$ cat config.mk
export PLATFORM = sky130hd
export DESIGN_NAME = xmbs_frame_dec
export DESIGN_NICKNAME = d
export VERILOG_FILES = /design/src/design/xmbs_pkg.sv /design/src/design/xmbs_top_ctrl_dummy_placeholder.sv
export SDC_FILE = /design/constraint.sdc
export NUM_CORES = 1
export LEC_CHECK = 0
export ABC_AREA = 1
export BUFFER_PORTS_ARGS = -buffer_cell sky130_fd_sc_hd__buf_2
export CAP_MARGIN = 15
export CORE_MARGIN = 1
export CORE_UTILIZATION = 30
export DETAILED_ROUTE_END_ITERATION = 12
export GPL_ROUTABILITY_DRIVEN = 0
export PLACE_DENSITY = 0.54
export SYNTH_ARGS = -nofsm -noshare
export SYNTH_HDL_FRONTEND = slang
export SYNTH_SLANG_ARGS = --single-unit
$ cat constraint.sdc
create_clock -name vclk -period 4
set_input_delay 0.6 -clock vclk [all_inputs]
set_output_delay 0.6 -clock vclk [all_outputs]
set_load 0.02 [all_outputs]
$ cat src/design/xmbs_pkg.sv
// Package for the XMODEM-1K block sender: sizes, protocol characters, codes,
// the result beat type and the byte-wide CRC-16 update.
// Depends on nothing.
package xmbs_pkg;

  localparam int unsigned BlockBytes = 1024;
  localparam int unsigned AddrW      = $clog2(BlockBytes);
  localparam int unsigned CountW     = AddrW + 1;
  localparam int unsigned PosW       = $clog2(BlockBytes + 5);

  typedef logic [AddrW-1:0]  addr_t;
  typedef logic [CountW-1:0] count_t;
  typedef logic [PosW-1:0]   pos_t;

  localparam logic [7:0] ChSoh = 8'h01;
  localparam logic [7:0] ChStx = 8'h02;
  localparam logic [7:0] ChEot = 8'h04;
  localparam logic [7:0] ChAck = 8'h06;
  localparam logic [7:0] ChNak = 8'h15;
  localparam logic [7:0] ChCan = 8'h18;
  localparam logic [7:0] ChPad = 8'h1A;
  localparam logic [7:0] ChStart = (BlockBytes > 128) ? ChStx : ChSoh;

  localparam logic [15:0] CrcPoly = 16'h1021;
  localparam logic [7:0]  RetryLimitReset = 8'd20;

  localparam logic [1:0] KindLoad  = 2'd0;
  localparam logic [1:0] KindSlot  = 2'd1;
  localparam logic [1:0] KindReply = 2'd2;

  localparam logic OutByte   = 1'b0;
  localparam logic OutStatus = 1'b1;

  localparam logic [1:0] StDone       = 2'd0;
  localparam logic [1:0] StAborted    = 2'd1;
  localparam logic [1:0] StUnexpected = 2'd2;
  localparam logic [1:0] StNoEotAck   = 2'd3;

  typedef struct packed {
    logic       out_kind;
    logic [7:0] tx_byte;
    logic [1:0] status;
  } result_t;

  function automatic logic [15:0] crc_update(logic [15:0] crc, logic [7:0] b);
    logic [15:0] c;
    c = crc ^ {b, 8'h00};
    for (int i = 0; i < 8; i++) begin
      c = c[15] ? ((c << 1) ^ CrcPoly) : (c << 1);
    end
    return c;
  endfunction

endpackage

$ cat src/design/xmbs_top_ctrl_dummy_placeholder.sv
// Frame position decode for the block sender: which byte of the frame a
// position names, and whether its store index holds a loaded byte. Depends on xmbs_pkg.
module xmbs_frame_dec (
  input  xmbs_pkg::pos_t   pos_i,
  input  xmbs_pkg::count_t fill_i,
  output logic             is_start_o,
  output logic             is_num_o,
  output logic             is_cpl_o,
  output logic             is_data_o,
  output logic             is_crc_hi_o,
  output logic             data_valid_o
);

  localparam xmbs_pkg::pos_t PosData  = xmbs_pkg::pos_t'(3);
  localparam xmbs_pkg::pos_t PosCrcHi = xmbs_pkg::pos_t'(3 + xmbs_pkg::BlockBytes);

  xmbs_pkg::pos_t idx;

  assign idx          = pos_i - PosData;
  assign is_start_o   = (pos_i == xmbs_pkg::pos_t'(0));
  assign is_num_o     = (pos_i == xmbs_pkg::pos_t'(1));
  assign is_cpl_o     = (pos_i == xmbs_pkg::pos_t'(2));
  assign is_data_o    = (pos_i >= PosData) && (pos_i < PosCrcHi);
  assign is_crc_hi_o  = (pos_i == PosCrcHi);
  assign data_valid_o = (idx < xmbs_pkg::pos_t'(fill_i));

endmodule

[Word-level counts from Yosys, hierarchy flattened]
Cells that the tools add are included.
Operators by class
  $add $sub $neg: 1
  magnitude comparators: 3
  eq/ne operators: 3
  reduce and logical (&&, ||, !) cells: 2
Operators by type and width (number)
  == test 11 x 1 -> 1 bit, second input constant: 1
  == test 11 bit, second input constant: 1
  == test 11 x 2 -> 1 bit, second input constant: 1
  greater-or-equal comparator 11 x 2 -> 1 bit, second input constant: 1
  zero test 11 bit: 1
  less-than comparator 11 bit: 1
  less-than comparator 11 bit, second input constant: 1
  subtractor 11 x 2 -> 11 bit, second input constant: 1
  logical AND 1 bit: 1
Word-level totals
  flip-flop bits (word level): 0
  input bits: 22
  output and inout port bits: 6
  logic and storage cells: 9

[Depth between registers and ports, before layout]
  depth after elaboration: 2
  depth in mapped cells: 13
  gate-level depth less buffers: 13

[Worst setup path after synthesis]
OpenSTA, ideal clock, no wires.
  path kind: input-to-output
  start point: input pos_i[0]
  end point: output data_valid_o
  arrival: 2.115 ns
  data required time: 3.400 ns
  path slack: 1.285 ns
  cell stages on the path: 12
  path buffers: 0
  cell sequence: ha_1 -> inv_1 -> nand2_4 -> nor2_4 -> nand2_1 -> nand2_1 -> nand2_1 -> ha_1 -> a21o_1 -> nor2_1 -> nand2_1 -> nor2_1
Between the ends
  word-level cells in the longest chain between the ends: 2
RTL lines
  start, declared: RTL line xmbs_top_ctrl_dummy_placeholder.sv:4  | input xmbs_pkg::pos_t pos_i,
  subtractor 11 x 2 -> 11 bit: RTL line xmbs_top_ctrl_dummy_placeholder.sv:19  | assign idx = pos_i - PosData;
  less-than comparator 11 bit: RTL line xmbs_top_ctrl_dummy_placeholder.sv:25  | assign data_valid_o = (idx < xmbs_pkg::pos_t'(fill_i));
  end, declared: RTL line xmbs_top_ctrl_dummy_placeholder.sv:11  | output logic data_valid_o
Every way passes these cells.

[Worst setup path in the final report]
Same ends and word-level chain as after synthesis.

==> results.tsv <==
metric	value	unit
antenna_left	0	
drv_slew	0	
netlist_area	629	um^2
p_leak	0.487	nW
period_share	0.726	
die_y	47.8	um
grt_first_pass_wirelength	2.06	mm
ys.warnings.count	0	
grt_usage	0.120	
grt_pass1_vias	544	
initial_utilization	0.321	
fin_cells	162	
drv_cap	0	
post_cts_buffers	0	
cp_slowest_stage_delay	0.28	ns
routed_wl	1.24	mm
firstDrtPassIters	2	
status	finished clean	
slowest_stage	ha_1	
num_rows	16	
vias	673	
timing.setup.tns	0	ns
syn_area_per_cell	5.88	um^2
synth_common_cells	25 x nand2_1, 21 x inv_1, 19 x nor2_1	
powerDensity	88.4	nW/um^2
path_common_cell	nand2_1	
yosysSeqAreaShare	0	
first_iter_violations	2	
critPathLaunchType	primary input	
cts_resized	0	
grt_remaining_overflow	0	
grt_setup_unrepaired	no	
yosysMostFrequentCell	nand2_1	
crit_chain	buf_2 > ha_1 > inv_1 > nand2_4 > nor2_4 > nand2_1 > nand2_1 > nand2_1 > ha_1 > nand2_1 > nor2_1 > nand3b_1 > nor2_1 > nor2_1 > buf_2	
synth_area_leaders	ha_1 28%, nand2_1 15%, inv_1 13%, nor2_1 11%, nor2_4 7.2%	
critPathKind	primary input to output pin	
port_buffers	28	
arrival	2.30	ns
areaGrowthSynthToFinish	27.6	%
dieArea	2280	um^2
yosysTopAreaCell	ha_1	
ios	28	
nets	173	
synth_cell_types	15	
holdPathStages	4	
slew_headroom	0.889	
setup_violations	0	
remaining_drc_errors	0	
n_clock_buffer	0	
worstPathMaxFanout	5	
syn_inst	107	
hold_buffers	0	
layout-drive-gt1-share	0.274	
yosysTopAreaCellShare	0.278	
antenna_found_initial	0	
core_region_area	1960	um^2
wl_per_cell	7.68	um
via_per_inst	4.15	
antennaDiodeCount	0	
synth_nets	143	
dp_cells	162	
seq_cell_count	0	
die_x	47.8	um
vdd_drop_max	38.4	uV
ff_latch_area	0	um^2
max_freq	345	MHz
dp_hpwl	1.21	mm
crit_required	3.40	ns
endpoint_kind	output pin	
worst_slew_pin_slew	0.166	ns
fin_crit	2.90	ns
finalHoldViolations	0	
hp-class	primary input to output pin	
grt_max_degree	7	
==> worst max-delay path: cells and delay by family <==
kind	cells	cell delay [ns]
AND/OR/NAND/NOR	10	0.81
adder cells (fa/ha/maj)	2	0.52
buffers and inverters	3	0.40
==> metrics by stage <==
stage           util  setup WS (ns)  hold slack [ns]  instance area, um^2  total power, mW
4_1_cts        0.409           1.07             1.60                  803           0.0728
5_1_grt        0.409          0.955             1.64                  803           0.0836
3_3_place_gp   0.409           1.12             1.59                  803           0.0720
2_1_floorplan      -           1.28             1.35                  629           0.0467
3_5_place_dp   0.409           1.08             1.59                  803           0.0724
6_report       0.409           1.10             1.58                  803           0.0710
==> kinds of logic after synthesis <==
logic type,count (synthesis),synth area share
xor+xnor,7,0.0974
fa+ha+maj,14,0.278
compound gates,6,0.0557
simple gates,59,0.443
buf+inv,21,0.125
==> power breakdown <==
part | switching (mW) | leakage, nW | total [mW] | internal [mW]
sequential | 0 | 0 | 0 | 0
clock | 0 | 0 | 0 | 0
combinational | 0.0397 | 0.487 | 0.0710 | 0.0313
total | 0.0397 | 0.487 | 0.0710 | 0.0313
==> final timing paths <==
check | end | slack, ns | from
setup / recovery | data_valid_o | 1.10 | pos_i[0]
hold / removal | is_crc_hi_o | 1.58 | pos_i[10]
==> per-layer routing <==
layer	wire length (um)	up-vias	global-route usage
li1	-	381	-
met1	590	274	0.149
met2	601	18	0.241
met3	51	0	0.00377
met4	0	0	0
met5	0	-	0
==> cells in the final DEF, fill, tap and decap left out, drive strengths merged <==
cell type,netlist,routed
nor2,24,24
xnor2,3,3
ha,14,14
inv,21,21
a21o,2,2
a21oi,4,4
nand3,4,4
nor3,1,1
nand3b,1,1
buf,0,28
xor2,4,4
nand2,29,29
==> final cells by class <==
| cell class | count | area [um^2] |
|---|---|---|
| multi-input cells | 86 | 551 |
| fillers | 246 | 1160 |
| well taps | 27 | 33.8 |
| repair buffers | 28 | 140 |
| inverters | 21 | 78.8 |
No activity file was read; power rests on OpenSTA's default activity.
