File: config.mk
export PLATFORM = sky130hd
export DESIGN_NAME = xmbs_outbuf_flat
export DESIGN_NICKNAME = d
export VERILOG_FILES = /design/src/design/xmbs_pkg.sv /design/src/design/xmbs_result_if.sv /design/src/design/xmbs_outbuf.sv /design/src/flat_wrapper.sv
export SDC_FILE = /design/constraint.sdc
export NUM_CORES = 1
export LEC_CHECK = 0
export ABC_AREA = 1
export BUFFER_PORTS_ARGS = -buffer_cell sky130_fd_sc_hd__buf_2
export CORE_UTILIZATION = 52
export CTS_CLUSTER_SIZE = 20
export DETAILED_ROUTE_END_ITERATION = 10
export PLACE_DENSITY = 0.81
export SETUP_SLACK_MARGIN = 0.02
export SLEW_MARGIN = 30
export SYNTH_ARGS = -nofsm -noshare
export SYNTH_HDL_FRONTEND = slang
export SYNTH_SLANG_ARGS = --single-unit
File: constraint.sdc
create_clock -name clk_i -period 2.7 [get_ports clk_i]
set_clock_uncertainty 0.05 [all_clocks]
set_input_delay 0.54 -clock clk_i [delete_from_list [all_inputs] [get_ports clk_i]]
set_output_delay 0.54 -clock clk_i [all_outputs]
set_load 0.005 [all_outputs]
File: src/design/xmbs_pkg.sv
// Package for the XMODEM-1K block sender: sizes, protocol characters, codes,
// the result beat type and the byte-wide CRC-16 update.
// Depends on nothing.
package xmbs_pkg;

  localparam int unsigned BlockBytes = 1024;
  localparam int unsigned AddrW      = $clog2(BlockBytes);
  localparam int unsigned CountW     = AddrW + 1;
  localparam int unsigned PosW       = $clog2(BlockBytes + 5);

  typedef logic [AddrW-1:0]  addr_t;
  typedef logic [CountW-1:0] count_t;
  typedef logic [PosW-1:0]   pos_t;

  localparam logic [7:0] ChSoh = 8'h01;
  localparam logic [7:0] ChStx = 8'h02;
  localparam logic [7:0] ChEot = 8'h04;
  localparam logic [7:0] ChAck = 8'h06;
  localparam logic [7:0] ChNak = 8'h15;
  localparam logic [7:0] ChCan = 8'h18;
  localparam logic [7:0] ChPad = 8'h1A;
  localparam logic [7:0] ChStart = (BlockBytes > 128) ? ChStx : ChSoh;

  localparam logic [15:0] CrcPoly = 16'h1021;
  localparam logic [7:0]  RetryLimitReset = 8'd20;

  localparam logic [1:0] KindLoad  = 2'd0;
  localparam logic [1:0] KindSlot  = 2'd1;
  localparam logic [1:0] KindReply = 2'd2;

  localparam logic OutByte   = 1'b0;
  localparam logic OutStatus = 1'b1;

  localparam logic [1:0] StDone       = 2'd0;
  localparam logic [1:0] StAborted    = 2'd1;
  localparam logic [1:0] StUnexpected = 2'd2;
  localparam logic [1:0] StNoEotAck   = 2'd3;

  typedef struct packed {
    logic       out_kind;
    logic [7:0] tx_byte;
    logic [1:0] status;
  } result_t;

  function automatic logic [15:0] crc_update(logic [15:0] crc, logic [7:0] b);
    logic [15:0] c;
    c = crc ^ {b, 8'h00};
    for (int i = 0; i < 8; i++) begin
      c = c[15] ? ((c << 1) ^ CrcPoly) : (c << 1);
    end
    return c;
  endfunction

endpackage

File: src/design/xmbs_result_if.sv
// Output channel of the block sender: valid, ready and one result beat.
// Depends on nothing.
interface xmbs_result_if;
  logic       valid;
  logic       ready;
  logic       out_kind;
  logic [7:0] tx_byte;
  logic [1:0] status;

  modport source (output valid, out_kind, tx_byte, status, input ready);
  modport sink (input valid, out_kind, tx_byte, status, output ready);
endinterface

File: src/design/xmbs_outbuf.sv
// Output register with a skid stage, so the sender keeps taking beats while a
// result waits. Depends on xmbs_pkg and xmbs_result_if.
module xmbs_outbuf (
  input  logic              clk_i,
  input  logic              rst_ni,
  input  logic              push_i,
  input  xmbs_pkg::result_t push_data_i,
  output logic              space_o,
  xmbs_result_if.source     result_o
);

  logic              head_valid_q, head_valid_d;
  logic              skid_valid_q, skid_valid_d;
  xmbs_pkg::result_t head_q, head_d;
  xmbs_pkg::result_t skid_q, skid_d;
  logic              pop;

  assign pop = head_valid_q & result_o.ready;

  always_comb begin
    head_valid_d = head_valid_q;
    skid_valid_d = skid_valid_q;
    head_d       = head_q;
    skid_d       = skid_q;
    if (pop || !head_valid_q) begin
      if (skid_valid_q) begin
        head_d       = skid_q;
        head_valid_d = 1'b1;
        skid_d       = push_data_i;
        skid_valid_d = push_i;
      end else begin
        head_d       = push_data_i;
        head_valid_d = push_i;
      end
    end else if (push_i) begin
      skid_d       = push_data_i;
      skid_valid_d = 1'b1;
    end
  end

  always_ff @(posedge clk_i or negedge rst_ni) begin
    if (!rst_ni) begin
      head_valid_q <= 1'b0;
      skid_valid_q <= 1'b0;
    end else begin
      head_valid_q <= head_valid_d;
      skid_valid_q <= skid_valid_d;
    end
  end

  always_ff @(posedge clk_i) begin
    head_q <= head_d;
    skid_q <= skid_d;
  end

  assign space_o           = !skid_valid_q;
  assign result_o.valid    = head_valid_q;
  assign result_o.out_kind = head_q.out_kind;
  assign result_o.tx_byte  = head_q.tx_byte;
  assign result_o.status   = head_q.status;

endmodule

File: src/flat_wrapper.sv
// flat-port wrapper written by rule: the top's interface ports become plain ports
module xmbs_outbuf_flat 
  (clk_i, rst_ni, push_i, push_data_i, space_o, result_o_valid, result_o_out_kind, result_o_tx_byte, result_o_status, result_o_ready);
  xmbs_result_if result_o_i ();
  input  logic clk_i;
  input  logic rst_ni;
  input  logic push_i;
  input  xmbs_pkg::result_t push_data_i;
  output logic space_o;
  output wire logic [$bits(result_o_i.valid)-1:0] result_o_valid;
  output wire logic [$bits(result_o_i.out_kind)-1:0] result_o_out_kind;
  output wire logic [$bits(result_o_i.tx_byte)-1:0] result_o_tx_byte;
  output wire logic [$bits(result_o_i.status)-1:0] result_o_status;
  input wire logic [$bits(result_o_i.ready)-1:0] result_o_ready;
  assign result_o_valid = result_o_i.valid;
  assign result_o_out_kind = result_o_i.out_kind;
  assign result_o_tx_byte = result_o_i.tx_byte;
  assign result_o_status = result_o_i.status;
  assign result_o_i.ready = result_o_ready;
  xmbs_outbuf u_core (.clk_i(clk_i), .rst_ni(rst_ni), .push_i(push_i), .push_data_i(push_data_i), .space_o(space_o), .result_o(result_o_i));
endmodule
### Word level (Yosys, flattened, before mapping)

Index checks and enable logic that the tools add are counted.

* reduce and logical (&&, ||, !) cells: 5
* eq/ne operators: 1
* mux-type cells: 8
* bitwise logic cells: 1

Operators with widths (count)
* 11-bit 2-to-1 mux: 4
* 1-bit 2-to-1 mux: 4
* 1-bit logical NOT: 2
* 2-bit by 1-bit != test with 1-bit output (second input constant): 1
* 2-bit AND reduction: 1
* 2-bit nonzero test: 1
* 1-bit bitwise AND: 1
* 1-bit logical OR: 1

* bits of input ports: 15
* word-level logic and storage cells: 23
* bits in registers: 24
* output and inout port bits: 13

### Logic depth before layout (Yosys ltp)

* depth in word-level cells: 4
* depth in mapped cells: 5
* mapped depth without buffers: 5

### Worst setup path after synthesis

Ideal clock, no wire load.

* path type: input -> register
* from: input result_o_ready
* to: register u_core.skid_q[0] (netlist bit), enable pin
* arrival time: 1.285 ns
* required time: 2.305 ns
* setup slack: 1.020 ns
* path buffers: 0
* stages on the path: 5
* setup time: 0.345 ns
* cell sequence: inv_1 -> nand2_1 -> nand2_1 -> nand2_1 -> nand2_1

* word-level cells in the longest chain between the ends: 4
* elaborated cells between the ends (all ways): 5
* those cells by class: eq/ne: 1; bitwise: 1; reduce/logical: 3

RTL lines
* from (decl): RTL line flat_wrapper.sv:14 `input wire logic [$bits(result_o_i.ready)-1:0] result_o_ready;`
* 1-bit bitwise AND (*): RTL line xmbs_outbuf.sv:18 `assign pop = head_valid_q & result_o.ready;`
* 1-bit logical OR (*): RTL line xmbs_outbuf.sv:25 `if (pop || !head_valid_q) begin`
* 2-bit by 1-bit != test with 1-bit output (no line) / 2-bit nonzero test (equally long branches)
* 2-bit AND reduction (no line) (*)
* to (signal assigned): RTL line xmbs_outbuf.sv:53 `skid_q <= skid_d;`
* to (decl): RTL line xmbs_outbuf.sv:15 `xmbs_pkg::result_t skid_q, skid_d;`

Mark *: on every way between the ends. The rest lies on a longest branch, timed or not.
A chain may end at the register's enable or synchronous reset.

### Worst setup path after layout

* from: register u_core.skid_valid_q
* to: output space_o

* word-level cells in the longest chain between the ends: 1

RTL lines
* from (decl): RTL line xmbs_outbuf.sv:13 `logic skid_valid_q, skid_valid_d;`
* from (signal assigned): RTL line xmbs_outbuf.sv:47 `skid_valid_q <= skid_valid_d;`
* 1-bit logical NOT: RTL line xmbs_outbuf.sv:56 `assign space_o = !skid_valid_q;`
* to (decl): RTL line flat_wrapper.sv:9 `output logic space_o;`

Every way passes these cells.

==> results.toml <==
[outcome]
outcome = "finished with violations"
violations = "design-rule violations"

[drt]
drc = 7
avgViaCountPerCell = 5.12
vias = 594
first_pass_iters = 8
wire_per_inst_um = 10.9
wl_um = 1260
final_antenna_net_count = 0
drt_iter0_drc = 17

[grt]
grt_usage_pct = 15.8
grt.met3_usage_pct = 2.50
grt_pass1_wl_um = 2100
grt_overflow = 0
gr-usage-met2_pct = 26.4
antenna_found_initial = 0
grt-busiest-layer = "met2"
grt_start_max_net_pins = 16
use_met1_pct = 19.5
grt_pass1_vias = 531

[floorplanning]
chipWidth_um = 43.5
die_area_mm2 = 0.00189
die_y_um = 43.5
core_mm2 = 0.00156
rows = 14
ios = 28
start_util_pct = 57.5

[synth]
synth_mux_area_share_pct = 0
ys_types = 9
ys_warn_count = 0
avgSynthCellArea_um2 = 12.8
synth_nets = 85
yosys.area_share.xor_xnor_pct = 0
yosys.area_share.simple_pct = 17.7
yosys.area_share.adder_pct = 0
synth_area_um2 = 896
synth_top_family_by_area = "simple AND/OR/NAND/NOR gates"
synth_cells = 70
synth_compound_area_share_pct = 0
ys_ff_latch = 24
seq_area_frac_synth_pct = 79.3

[timing]
tightest_slew_ns = 0.532
hold_viol = 0
maxSlewViolCount = 0
finalCritPeriodShare_pct = 72.0
slew_headroom_pct = 64.5
min_period_ns = 1.94
fin_setup_tns_ns = 0
holdWs_ns = 0.364
clock.fmax_mhz = 514
setup_slack_ns = 0.755
setup_viol = 0
grt_setup_unrepaired = "false"

[worst_setup_path]
crit_arrival_ns = 1.35
worstSetupStartpointType = "register"
crit_path_start = "u_core.skid_valid_q$_DFFE_PN0P_"
critPathMaxFanout = 15
critPathKind = "register to primary output"
r2r-start = "u_core.skid_valid_q$_DFFE_PN0P_"
required_ns = 2.11
end_kind = "primary output"

[clock_tree]
ctsResizeCount = 0
clock_latency_ns = 0.31
cts.sinks = 24
cts_root_buf = "clkbuf_4"
cts_tree = "built"
clockBufferDepth = 2
clkTransAtPathRegs_ns = 0.12
htreeDepth = 1
cts_buffers = 3

[layout]
design_area_mm2 = 0.00108
nNetsFinal = 116
drive_gt1_share_pct = 32.0
final_cells = 116
area_delta_synth_final_pct = 20.4
n_antenna_cell = 0

[place]
place_ws_ns = 0.680
dp_hpwl_um = 888
placed_cells = 111
gp_congestion = 0.603
port-buffer-count = 27
placed_cell_area_mm2 = 0.00103

[run]
cap_violations = 0

[power_and_ir_drop]
leakage_uw = 0.000502
clkPwrFrac_pct = 24.1
swShare_pct = 22.9
peakVddDrop_mv = 0.407
internal_power_uw = 585
powerDensity_mw_per_mm2 = 703
p_sw_uw = 174
share_comb_of_total_power_pct = 12.5
p_seq_share_pct = 63.4

[hold_path]
min-delay-start = "push_data_i[10]"
hp-class = "primary input to register"
[per-stage QoR]
step	power [uW]	util, %
final	759	69.2
after global routing	796	69.2
after CTS	764	69.2
after detailed placement	586	66.2
after global placement	581	66.2
after floorplan	544	-
[sequential cells by signal, summed over array words and instances, names as in the netlist]
name                      flops
u_core.skid_q                11
u_core.result_o.tx_byte       8
u_core.result_o.status        2
u_core.result_o.out_kind      1
u_core.result_o.valid         1
u_core.skid_valid_q           1
[metal layers]
metal,wire length (um),up-vias,part of all wire (%)
li1,-,290,-
met1,558,279,44
met2,630,23,50
met3,66,2,5.2
met4,7,0,0.55
met5,0,-,0
[cell type report]
class                      count  area (um2)
sequential                    24         711
multi-input combinational     42         159
inverter                       2        7.51
timing repair buffer          28         145
clock buffer                   4        36.3
tap                           16        20.0
fill                         118         480
[cells by family after synthesis]
kind of cell / Yosys count
flops: 24
simple gates: 42
buf+inv: 4
[critical path, stage by stage, from the launching register on]
cell and delay (ns):
dfrtp_1 0.66, inv_2 0.21, buf_2 0.18
[cell usage in the layout (no fill, tap or decap)]
cell type,count
clkbuf_4,3
nand3_1,1
clkbuf_8,1
nor2_1,1
buf_2,27
inv_1,1
inv_2,1
dfrtp_1,2
nand2_1,40
dlygate4sd3_1,1
edfxtp_1,22
[Yosys cell counts]
| cell type | count | share of area (%) |
|---|---|---|
| edfxtp_1 | 22 | 74 |
| dfrtp_1 | 2 | 5.6 |
| nand2_1 | 40 | 17 |
| inv_1 | 1 | 0.42 |
| buf_4 | 1 | 0.84 |
| inv_2 | 1 | 0.42 |
| nor2_1 | 1 | 0.42 |
| nand3_1 | 1 | 0.56 |
| buf_6 | 1 | 1.3 |
[final timing paths]
kind,endpoint,slack [ns],cells after the start
setup / recovery,space_o,0.76,2
hold / removal,u_core.skid_q[10]$_DFFE_PP_,0.36,1
setup reg to reg,u_core.skid_q[9]$_DFFE_PP_,0.92,4
hold reg to reg,u_core.result_o.tx_byte[7]$_DFFE_PP_,0.48,2
max in group asynchronous,u_core.result_o.valid$_DFFE_PN0P_,2.01,2
min in group asynchronous,u_core.skid_valid_q$_DFFE_PN0P_,0.50,2
[timing repair]
action / CTS / global route
buffers inserted: 0 / 0
hold buffers: 1 / 0
hold endpoints to repair: 2 / 0
[power groups by stage]
stage	Combinational [uW]	Sequential (uW)	Clock (uW)
floorplan	55.9	488	0
global placement	92.5	488	0
detailed placement	95.5	490	0
CTS	97.0	481	185
global route	111	487	199
finish	95.2	481	183
Note: power is estimated with default switching activity, not from simulation.
